<file path="src/rtl/dca_pkg.sv">
package dca_pkg;

    localparam int SLOTS = 16;
    localparam int SLOT_W = 4;
    localparam int CNT_W = 5;
    localparam int MODULES = 8;
    localparam logic [7:0] DEFAULT_PRIORITY = 8'd128;

    localparam logic [1:0] MODE_STRONGEST = 2'd0;
    localparam logic [1:0] MODE_PRIORITY = 2'd1;
    localparam logic [1:0] MODE_ROUND_ROBIN = 2'd2;
    localparam logic [1:0] MODE_NONE = 2'd3;

    localparam logic [2:0] REG_MODE = 3'd0;
    localparam logic [2:0] REG_IGNITION = 3'd1;
    localparam logic [2:0] REG_DECAY_RATE = 3'd2;
    localparam logic [2:0] REG_KEEP = 3'd3;
    localparam logic [2:0] REG_PRIORITY = 3'd4;

    localparam logic OP_WRITE = 1'b0;
    localparam logic OP_RESOLVE = 1'b1;

    typedef struct packed {
        logic [1:0]  mode;
        logic [15:0] ignition_level;
        logic [15:0] decay_rate;
        logic [15:0] keep_level;
        logic [63:0] priority_table;
    } cfg_t;

    function automatic logic [16:0] exp_entry(input logic [7:0] idx);
        logic [63:0] q;
        logic [16:0] r;
        q = 64'd1 << 32;
        r = 17'd0;
        for (int i = 0; i < 256; i++) begin
            if (i == int'(idx)) begin
                r = 17'((q + 64'd32768) >> 16);
            end
            q = (q * 64'd4162825044 + (64'd1 << 31)) >> 32;
        end
        return r;
    endfunction

    function automatic logic [7:0] priority_of(input logic [63:0] tab, input logic [3:0] m);
        logic [7:0] p;
        p = DEFAULT_PRIORITY;
        if (int'(m) < MODULES && m < 4'd8) begin
            p = tab[8*m[2:0] +: 8];
        end
        return p;
    endfunction

endpackage

</file>
<file path="src/rtl/decaying_competition_arbiter.sv">
// Decaying competition arbiter.
// Input channel s_axis: one transaction per write or resolve item; tdata holds,
// from bit 0 up, operation, slot, set_active, entry_strength, entry_module, time_ms.
// Result channel m_axis: exactly one transaction per input item; tdata holds,
// from bit 0 up, found, winner slot, winner's decayed strength, runner-up raw
// strength, broadcast number, active count.
// Configuration: cfg_we with cfg_index 0..4 (mode, ignition, decay rate, keep
// level, module priority table); write only while idle.
// A write item goes from acceptance straight to S_OUT, which registers its result;
// the next item is taken only after that result has left m_axis.
// A resolve walks all 16 slots through the decay unit, one register stage deep,
// then makes a selection pass and a runner-up pass over the 16 slots each; S_OUT
// registers its result, and the next item is taken only after that result has left.
// s_axis_tready is low while an item is in work or its result is held.
// A stalled m_axis holds its result; the block takes nothing new meanwhile.
// Reset clears slot flags, counters, last winner and configuration to defaults.
module decaying_competition_arbiter (
    input  logic         aclk,
    input  logic         aresetn,
    input  logic         s_axis_tvalid,
    output logic         s_axis_tready,
    input  logic [63:0]  s_axis_tdata,  // op, slot[4], set, strength[16], module[4], time[32]
    output logic         m_axis_tvalid,
    input  logic         m_axis_tready,
    output logic [79:0]  m_axis_tdata,  // found, slot[4], strength[16], runner[16], bnum[32], count[5]
    input  logic         cfg_we,
    input  logic [2:0]   cfg_index,
    input  logic [63:0]  cfg_data
);
    typedef enum logic [2:0] {S_IDLE, S_DECAY, S_SELECT, S_RUNNER, S_OUT} state_t;
    state_t state_reg;

    dca_pkg::cfg_t cfg_reg;
    logic [dca_pkg::SLOTS-1:0] act_reg;
    logic [15:0] str_mem [dca_pkg::SLOTS];
    logic [31:0] time_mem [dca_pkg::SLOTS];
    logic [3:0]  mod_mem [dca_pkg::SLOTS];
    logic [15:0] dec_mem [dca_pkg::SLOTS];
    logic [dca_pkg::CNT_W-1:0] live_reg;
    logic [3:0]  last_reg;
    logic [31:0] bcast_reg;
    logic [31:0] now_reg;
    logic [4:0]  idx_reg;
    logic [3:0]  sidx;
    logic [15:0] dec_out;
    logic        any_reg, found_reg;
    logic [3:0]  w_reg;
    logic [8:0]  bp_reg;
    logic [15:0] bs_reg, run_reg;
    logic [3:0]  rr_idx;
    logic [8:0]  p9;
    logic [3:0]  wi;

    assign sidx = idx_reg[3:0];

    dca_decay u_decay (
        .aclk(aclk), .strength(str_mem[sidx]), .stamp(time_mem[sidx]),
        .now(now_reg), .decay_rate(cfg_reg.decay_rate), .decayed(dec_out)
    );

    assign s_axis_tready = (state_reg == S_IDLE) && !m_axis_tvalid;
    assign rr_idx = last_reg + 4'd1 + sidx;
    assign p9 = {1'b0, dca_pkg::priority_of(cfg_reg.priority_table, mod_mem[sidx])};
    assign wi = s_axis_tdata[4:1];

    always_ff @(posedge aclk) begin
        if (!aresetn) begin
            state_reg <= S_IDLE;
            cfg_reg <= '{dca_pkg::MODE_STRONGEST, 16'd32768, 16'd0, 16'd6554, 64'd0};
            act_reg <= '0;
            live_reg <= '0;
            last_reg <= '0;
            bcast_reg <= '0;
            m_axis_tvalid <= 1'b0;
        end else begin
            if (cfg_we) begin
                unique case (cfg_index)
                    dca_pkg::REG_MODE:       cfg_reg.mode <= cfg_data[1:0];
                    dca_pkg::REG_IGNITION:   cfg_reg.ignition_level <= cfg_data[15:0];
                    dca_pkg::REG_DECAY_RATE: cfg_reg.decay_rate <= cfg_data[15:0];
                    dca_pkg::REG_KEEP:       cfg_reg.keep_level <= cfg_data[15:0];
                    dca_pkg::REG_PRIORITY:   cfg_reg.priority_table <= cfg_data;
                    default: ;
                endcase
            end
            if (m_axis_tvalid && m_axis_tready) m_axis_tvalid <= 1'b0;
            unique case (state_reg)
                S_IDLE: if (s_axis_tvalid && s_axis_tready) begin
                    now_reg <= s_axis_tdata[57:26];
                    idx_reg <= '0;
                    any_reg <= 1'b0; found_reg <= 1'b0;
                    w_reg <= '0; bp_reg <= '0; bs_reg <= '0; run_reg <= '0;
                    if (s_axis_tdata[0] == dca_pkg::OP_WRITE) begin
                        if (s_axis_tdata[5]) begin
                            if (!act_reg[wi]) live_reg <= live_reg + 5'd1;
                            act_reg[wi] <= 1'b1;
                            str_mem[wi] <= s_axis_tdata[21:6];
                            mod_mem[wi] <= s_axis_tdata[25:22];
                            time_mem[wi] <= s_axis_tdata[57:26];
                        end else if (act_reg[wi]) begin
                            act_reg[wi] <= 1'b0;
                            live_reg <= live_reg - 5'd1;
                        end
                        state_reg <= S_OUT;
                    end else begin
                        state_reg <= S_DECAY;
                    end
                end
                S_DECAY: begin
                    // decay unit registers its inputs: result for idx-1 now present
                    if (idx_reg != 5'd0) begin
                        dec_mem[4'(idx_reg - 5'd1)] <= dec_out;
                        if (act_reg[4'(idx_reg - 5'd1)] && dec_out < cfg_reg.keep_level) begin
                            act_reg[4'(idx_reg - 5'd1)] <= 1'b0;
                            live_reg <= live_reg - 5'd1;
                        end
                    end
                    if (idx_reg == 5'd16) begin
                        idx_reg <= '0; state_reg <= S_SELECT;
                    end else idx_reg <= idx_reg + 5'd1;
                end
                S_SELECT: begin
                    unique case (cfg_reg.mode)
                        dca_pkg::MODE_STRONGEST:
                            if (act_reg[sidx] && dec_mem[sidx] > bs_reg) begin
                                bs_reg <= dec_mem[sidx]; w_reg <= sidx; any_reg <= 1'b1;
                            end
                        dca_pkg::MODE_PRIORITY:
                            if (act_reg[sidx] && (!any_reg || p9 > bp_reg ||
                                (p9 == bp_reg && dec_mem[sidx] > bs_reg))) begin
                                bp_reg <= p9; bs_reg <= dec_mem[sidx];
                                w_reg <= sidx; any_reg <= 1'b1;
                            end
                        dca_pkg::MODE_ROUND_ROBIN:
                            if (!any_reg && act_reg[rr_idx]) begin
                                w_reg <= rr_idx; any_reg <= 1'b1;
                            end
                        default: ;
                    endcase
                    if (idx_reg == 5'd15) begin
                        idx_reg <= '0; state_reg <= S_RUNNER;
                    end else idx_reg <= idx_reg + 5'd1;
                end
                S_RUNNER: begin
                    if (idx_reg == 5'd0) begin
                        found_reg <= any_reg && ((cfg_reg.mode == dca_pkg::MODE_ROUND_ROBIN) ||
                                     bs_reg >= cfg_reg.ignition_level);
                        if (any_reg && cfg_reg.mode == dca_pkg::MODE_ROUND_ROBIN)
                            last_reg <= w_reg;
                        bs_reg <= dec_mem[w_reg];
                    end
                    if (sidx != w_reg && act_reg[sidx] && str_mem[sidx] > run_reg)
                        run_reg <= str_mem[sidx];
                    if (idx_reg == 5'd15) state_reg <= S_OUT;
                    else idx_reg <= idx_reg + 5'd1;
                end
                S_OUT: begin
                    m_axis_tvalid <= 1'b1;
                    if (found_reg) begin
                        m_axis_tdata <= {6'd0, live_reg, bcast_reg, run_reg, bs_reg,
                                         w_reg, 1'b1};
                        bcast_reg <= bcast_reg + 32'd1;
                    end else begin
                        m_axis_tdata <= {6'd0, live_reg, 69'd0};
                    end
                    state_reg <= S_IDLE;
                end
                default: state_reg <= S_IDLE;
            endcase
        end
    end

    assert property (@(posedge aclk) disable iff (!aresetn)
        m_axis_tvalid |-> live_reg == 5'($countones(act_reg)))
        else $error("live count mismatch");
    assert property (@(posedge aclk) disable iff (!aresetn)
        s_axis_tready |-> state_reg == S_IDLE)
        else $error("ready while busy");
    assert property (@(posedge aclk) disable iff (!aresetn)
        (m_axis_tvalid && !m_axis_tready) |=> m_axis_tvalid)
        else $error("result dropped");
endmodule

</file>
<file path="src/rtl/dca_decay.sv">
module dca_decay (
    input  logic        aclk,
    input  logic [15:0] strength,
    input  logic [31:0] stamp,
    input  logic [31:0] now,
    input  logic [15:0] decay_rate,
    output logic [15:0] decayed
);
    logic [47:0] x_reg;
    logic [15:0] s_reg;
    logic [16:0] f;
    logic [32:0] prod;

    always_ff @(posedge aclk) begin
        x_reg <= 48'(now - stamp) * 48'(decay_rate);
        s_reg <= strength;
    end

    assign f = dca_pkg::exp_entry(x_reg[18:11]);
    assign prod = 33'(s_reg) * 33'(f);
    assign decayed = (x_reg >= (48'd8 << 16)) ? 16'd0 : prod[31:16];
endmodule

</file>
<file path="config.mk">
export PLATFORM = sky130hd
export DESIGN_NAME = decaying_competition_arbiter
export DESIGN_NICKNAME = d
export VERILOG_FILES = /design/src/rtl/dca_pkg.sv /design/src/rtl/decaying_competition_arbiter.sv /design/src/rtl/dca_decay.sv
export SDC_FILE = /design/constraint.sdc
export NUM_CORES = 2
export LEC_CHECK = 0
export BUFFER_PORTS_ARGS = -buffer_cell sky130_fd_sc_hd__buf_4
export CELL_PAD_IN_SITES_DETAIL_PLACEMENT = 1
export CELL_PAD_IN_SITES_GLOBAL_PLACEMENT = 1
export CORE_ASPECT_RATIO = 0.5
export CORE_MARGIN = 1.5
export CORE_UTILIZATION = 30
export CTS_CLUSTER_DIAMETER = 80
export DETAILED_ROUTE_END_ITERATION = 7
export MAX_ROUTING_LAYER = met4
export PLACE_DENSITY = 0.6
export SLEW_MARGIN = 0
export SYNTH_ARGS = -nofsm -noshare
export SYNTH_HDL_FRONTEND = slang
export SYNTH_SLANG_ARGS = --single-unit
export TNS_END_PERCENT = 1
</file>
<file path="constraint.sdc">
create_clock -name aclk -period 11 [get_ports aclk]
set_clock_uncertainty 0.15 [all_clocks]
set_input_delay 2.2 -clock aclk [delete_from_list [all_inputs] [get_ports aclk]]
set_output_delay 2.2 -clock aclk [all_outputs]
set_load 0.005 [all_outputs]
</file>
After elaboration in Yosys (flattened, before gate mapping)
Memory sizes are Yosys's and may differ from the RTL's. A register that Yosys moved wholly into a read port is not among the register bits.
Index checks and enable logic that the tools add are counted.
- word-level logic and storage cells: 735
- RAM bits: 1088
- output and inout bits: 82
- input port bits: 136
- register bits: 397
- memory bits (read-only): 0
- bits in latches: 0
- memories: 4
- memory list (memory ; words ; width ; rd ports ; clocked after Yosys merged registers in ; write ports ; RTL line ; RTL):
    time_mem ; 16 ; 32 ; 1 ; 1 ; 1 ; decaying_competition_arbiter.sv:36 ; logic [31:0] time_mem [dca_pkg::SLOTS];
    dec_mem ; 16 ; 16 ; 2 ; 2 ; 1 ; decaying_competition_arbiter.sv:38 ; logic [15:0] dec_mem [dca_pkg::SLOTS];
    str_mem ; 16 ; 16 ; 1 ; 1 ; 1 ; decaying_competition_arbiter.sv:35 ; logic [15:0] str_mem [dca_pkg::SLOTS];
    mod_mem ; 16 ; 4 ; 1 ; 1 ; 1 ; decaying_competition_arbiter.sv:37 ; logic [3:0] mod_mem [dca_pkg::SLOTS];
- shift operators: 1
- bitwise logic cells: 5
- magnitude comparators: 14
- add/subtract/negate cells: 8
- reduce and logical (&&, ||, !) cells: 50
- eq/ne operators: 288
- mux-type cells: 340
- $mul: 2
- div/mod/pow operators: 0
- operators by type and width (kind ; number):
    17-bit 2-to-1 mux ; 256
    8-bit equality test, first input constant ; 128
    7-bit by 8-bit equality test with 1-bit output, first input constant ; 64
    6-bit by 8-bit equality test with 1-bit output, first input constant ; 32
    16-bit 2-to-1 mux ; 12
    5-bit by 8-bit equality test with 1-bit output, first input constant ; 16
    16-bit case mux with 2 select lines ; 3
    4-bit by 8-bit equality test with 1-bit output, first input constant ; 8
    64-bit by 7-bit indexed part select with 8-bit output ; 1
    5-bit 2-to-1 mux ; 11
    48-bit by 20-bit >= comparator with 1-bit output, second input constant ; 1
    48-bit by 16-bit multiplier with 48-bit output ; 1
    16-bit case mux with 3 select lines ; 1
    4-bit 2-to-1 mux ; 9
    32-bit by 32-bit subtractor with 33-bit output ; 1
    32-bit by 1-bit adder with 32-bit output, second input constant ; 1
    16-bit bitwise AND ; 2
    3-bit by 8-bit equality test with 1-bit output, first input constant ; 4
    16-bit > comparator ; 2
    16-bit by 17-bit multiplier with 32-bit output ; 1
    16-bit inverter ; 2
    9-bit 2-to-1 mux ; 3
    1-bit 2-to-1 mux ; 24
    7-bit AND reduction ; 3
    other kinds (57) ; 122

Logic depth before layout (Yosys ltp)
- depth in word-level cells: 264
- gate-level depth with buffers: 56
- mapped depth without buffers: 50

By module
From an unflattened synthesis, not the netlist that was laid out.
- cells, all modules: 7576
- area, all modules: 94026.4 um^2
- modules (own cells, without submodules) (module ; cells each ; area each (um^2) ; sequential area each (um^2) ; instances):
    decaying_competition_arbiter ; 3322 ; 59517.1 ; 41049.4 ; 1
    dca_decay ; 4254 ; 34509.3 ; 1061.0 ; 1

Worst setup path after synthesis
Ideal clock, no wire load.
- kind: register -> register
- start point: reg (tool-made name)
- end point: reg u_decay.x_reg[47]
- clock period less this slack: 12.157 ns
- path slack: -1.157 ns
- library setup time: 0.072 ns
- path buffers: 6
- required time: 10.778 ns
- cell stages (with the launch flop): 46
- arrival time: 11.935 ns
- path through: dfxtp_1 -> buf_2 -> buf_2 -> buf_2 -> buf_1 -> buf_1 -> mux4_2 -> mux4_2 -> ha_1 -> inv_1 -> fa_1 -> a21o_1 -> a21oi_1 -> o21ai_0 -> a21oi_1 -> o21ai_0 -> nand3_1 -> a21boi_0 -> (+10 left out) -> fa_1 -> fa_1 -> inv_1 -> fa_1 -> ha_1 -> a21o_1 -> a21oi_1 -> o21ai_0 -> a2111o_1 -> a221o_1 -> a31oi_1 -> o31ai_1 -> o41ai_1 -> o31ai_1 -> o41ai_1 -> o21ai_0 -> a21oi_1 -> xor2_1
- RTL lines (item ; RTL line ; RTL):
    to (signal assigned) ; dca_decay.sv:15 ; x_reg <= 48'(now - stamp) * 48'(decay_rate);
    to (decl) ; dca_decay.sv:9 ; logic [47:0] x_reg;

Worst setup path in the final report
- start point: reg u_decay.x_reg[13]
- end point: reg live_reg[1] (netlist name)
- word-level cells in the longest chain between the ends: 263
- elaborated cells between the ends (all ways): 519
- those cells by class: mul: 1; order compare: 2; eq/ne: 256; mux: 257; reduce/logical: 3
- RTL lines (item ; RTL line ; RTL):
    8-bit zero test ; dca_pkg.sv:37 ; if (i == int'(idx)) begin
    17-bit 2-to-1 mux (256 in a row) ; dca_pkg.sv:37 ;
    16-bit by 17-bit multiplier with 32-bit output ; dca_decay.sv:20 ; assign prod = 33'(s_reg) * 33'(f);
    16-bit 2-to-1 mux * ; dca_decay.sv:21 ; assign decayed = (x_reg >= (48'd8 << 16)) ? 16'd0 : prod[31:16];
    net dec_out[5] ; decaying_competition_arbiter.sv:45 ; logic [15:0] dec_out;
    16-bit < comparator * ; decaying_competition_arbiter.sv:113 ; if (act_reg[4'(idx_reg - 5'd1)] && dec_out < cfg_reg.keep_level) begin
    1-bit logical AND * ; decaying_competition_arbiter.sv:113 ;
    2-bit inequality test (no line) * ; -- ;
    7-bit AND reduction (no line) * ; -- ;
    to (signal assigned) ; decaying_competition_arbiter.sv:95 ; if (!act_reg[wi]) live_reg <= live_reg + 5'd1;
    to (signal assigned) ; decaying_competition_arbiter.sv:102 ; live_reg <= live_reg - 5'd1;
    to (signal assigned) ; decaying_competition_arbiter.sv:115 ; live_reg <= live_reg - 5'd1;
    to (decl) ; decaying_competition_arbiter.sv:39 ; logic [dca_pkg::CNT_W-1:0] live_reg;
Mark *: on every way through the listed nets, which the timed path passes. The rest lies on a longest branch.
A chain may end at the register's enable or synchronous reset.

==> flow_summary.toml <==
[final_layout]
top_register = "time_mem"
finalCoreUtilization_pct = 36.5
reg.largest.list = "time_mem (512), dec_mem (256), str_mem (256)"
nets = 9362
final_cell_area_um2 = 111000
drive_gt1_share_pct = 24.6
largest_reg_flops = 512
area_growth_pct = 20.5

[grt]
use_met2_pct = 33.8
overflow = 0
grt_usage_pct = 21.3
use_met1_pct = 29.4
grt_pass1_wl_um = 479000
grt_max_degree = 90
grtUsageMet3_pct = 2.13
antenna_found_initial = 22
top_usage_layer = "met2"
grt_pass1_vias = 68600

[sta]
fin_crit_ps = 11150
setup_viol = 21
hold_violations = 0
timing.setup.tns_ps = -2160
worst_pin_slew_ps = 1200
rsz0062_at_grt = "true"
fmax_mhz = 89.7
drv_slew = 0
setup_ws_ps = -152
timing.hold.ws_ps = 316
slew_headroom_pct = 19.3
min_period_over_period_pct = 101

[yosys]
synth-seq-cells = 1481
synth_ff_type = "edfxtp_1"
synth_area_per_cell_um2 = 12.6
ys_warn_count = 0
synth_cell_types = 98
async_flop_share_pct = 0
synth_edf_count = 1245
yosysSeqAreaShare_pct = 45.6
synth_area_um2 = 92400
postSynthCellCount = 7327

[die]
fp.dieH_um = 395
rows = 143
core_region_area_um2 = 305000
fp.dieW_um = 788
pin_count = 218
die-area_um2 = 311000
initial_core_util_pct = 30.3

[routing]
dr.pass1.iters = 6
vias = 64000
routedWlPerCell_um = 26.2
vias_per_cell = 5.14
routed_wirelength_um = 327000
first_iter_violations = 5414
drc = 0
drtAntennaViolNets = 0

[setup_path]
startpoint_type = "flop"
critPathMaxFanout = 8
timing.critical_path.to = "live_reg[1]$_SDFFE_PN0P_"
slowest_stage = "fa_1"
startpoint = "u_decay.x_reg[13]$_DFF_P_"
worstRegToRegCells = 46
reg2reg_slack_ps = -150
arrival_ps = 11730
reg2reg_to = "live_reg[1]$_SDFFE_PN0P_"
critPathMaxStageDelay_ps = 570
crit_path_end_kind = "flop"
required_ps = 11580
reg2reg_from = "u_decay.x_reg[13]$_DFF_P_"
path_class = "reg2reg"

[clock_network]
max-clock-path-buffers = 3
htree_num_levels = 4
clkLatencyLatePin_ps = 810
cts-root-buf = "clkbuf_16"
cts.sinks = 1481
postCtsHoldBufs = 0
cts.clk_slew.worst_paths_ps = 60
cts_tree = "done"
cts_made_buffers = 159

[placed_design]
portBuffers = 205
hpwlAfterDp_um = 237000
post_dp_cell_area_um2 = 105000
place_congestion = 0.956

[status]
violations = "setup timing"
status = "finished, violations left"

[hold_path]
whs_path_depth = 2
hp-class = "reg2reg"

[flow_run]
cap_violations = 0
-- layout make-up --
type | instances | area (µm²)
fillers | 32600 | 194000
diodes | 27 | 67.6
repair buffers | 1182 | 9440
clock inverters | 92 | 992
inverters | 795 | 2990
clock buffers | 202 | 4320
flip-flops and latches | 1481 | 42200
multi-input cells | 4610 | 46200
well taps | 4060 | 5080
-- cells by family after synthesis --
| kind of cell | after synthesis | share of synthesized area, % |
|---|---|---|
| buf+inv | 1241 | 5.17 |
| other cells | 1 | 0.00406 |
| compound gates | 971 | 6.92 |
| xor+xnor | 134 | 1.27 |
| mux | 480 | 11.4 |
| flops | 1481 | 45.6 |
| simple gates | 2022 | 10.5 |
| fa+ha+maj | 997 | 19.2 |
-- through the flow --
step	cells	setup slack (ps)
detailed placement	12100	-1020
CTS	12400	-16.3
global placement	12100	-1010
finish	12400	-152
floorplan	7332	-16.8
global route	12400	-563
-- routing by layer --
metal / wire length (µm) / vias up
li1: - / 27600
met5: 0 / -
met3: 16000 / 475
met1: 148000 / 34000
met4: 10300 / 0
met2: 152000 / 1886
-- worst min-delay path by stage --
stage / from / to / slack [ps]
after CTS: cfg_reg[58]$_SDFFE_PN0P_ / cfg_reg[58]$_SDFFE_PN0P_ / 320
after floorplan: live_reg[4]$_SDFFE_PN0P_ / m_axis_tdata[73]$_DFFE_PP_ / 270
after detailed placement: cfg_reg[58]$_SDFFE_PN0P_ / cfg_reg[58]$_SDFFE_PN0P_ / 310
final: cfg_reg[26]$_SDFFE_PN0P_ / cfg_reg[26]$_SDFFE_PN0P_ / 320
after global routing: cfg_reg[52]$_SDFFE_PN0P_ / cfg_reg[52]$_SDFFE_PN0P_ / 340
after global placement: cfg_reg[77]$_SDFFE_PN0P_ / cfg_reg[77]$_SDFFE_PN0P_ / 300
-- synth_stat cells (all sizes together), types with 20 or more instances --
cell,instances,area (µm²)
mux4,454,10200
o21ai,169,846
a21o,43,323
and2,337,2110
and3,29,181
xor2,41,359
a21oi,237,1190
nor2b,110,688
mux2i,21,210
nor4,20,161
nand3,61,310
xnor2,93,815
ha,295,3690
nand2,930,3500
a31oi,42,263
buf,116,557
a221oi,20,175
o22ai,72,450
nand2b,61,384
o21a,33,248
nor3,64,330
edfxtp,1245,37400
nand4,40,250
a22o,21,184
fa,702,14100
nor2,282,1060
inv,793,2980
o211ai,28,210
clkbuf,330,1240
dfxtp,236,4720
a211oi,31,233
a21boi,120,901
a22oi,24,180
-- repair_timing --
| action | CTS | global route |
|---|---|---|
| resized for setup | 73 | 47 |
| setup buffers | 22 | 6 |
| cloned | 2 | 0 |
| endpoints found under the setup margin | 31 | 32 |
| pin swaps | 35 | 12 |
-- critical path: cells and delay by family (launching register included) --
kind / cells / cell delay, ps
flip-flops: 1 / 510
buffers and inverters: 9 / 1430
AO/OA/AOI/OAI: 14 / 2500
XOR/XNOR: 1 / 110
AND/OR/NAND/NOR: 14 / 2640
adder cells (fa/ha/maj): 8 / 3760
-- cells in the final DEF (no fill, tap or decap), types with 28 or more instances in the layout --
cell and count:
edfxtp_1 1245, buf_4 1135, nand2_1 924, inv_1 792, fa_1 698, mux4_2 454, and2_1 335, ha_1 292
nor2_1 252, dfxtp_1 222, a21oi_1 221, clkbuf_16 162, o21ai_0 152, a21boi_0 113, nor2b_1 108, xnor2_1 78
o22ai_1 72, nand3_1 59, nand2b_1 58, nor3_1 56, a21o_1 43, a31oi_1 40, nand4_1 40, xor2_1 38
buf_12 35, o21a_1 33, clkinv_2 28, o211ai_1 28, clkinv_1 28, clkbuf_1 28
Power is not shown: default switching activity piles up to over one toggle a cycle in this logic, so the estimate is an artifact.
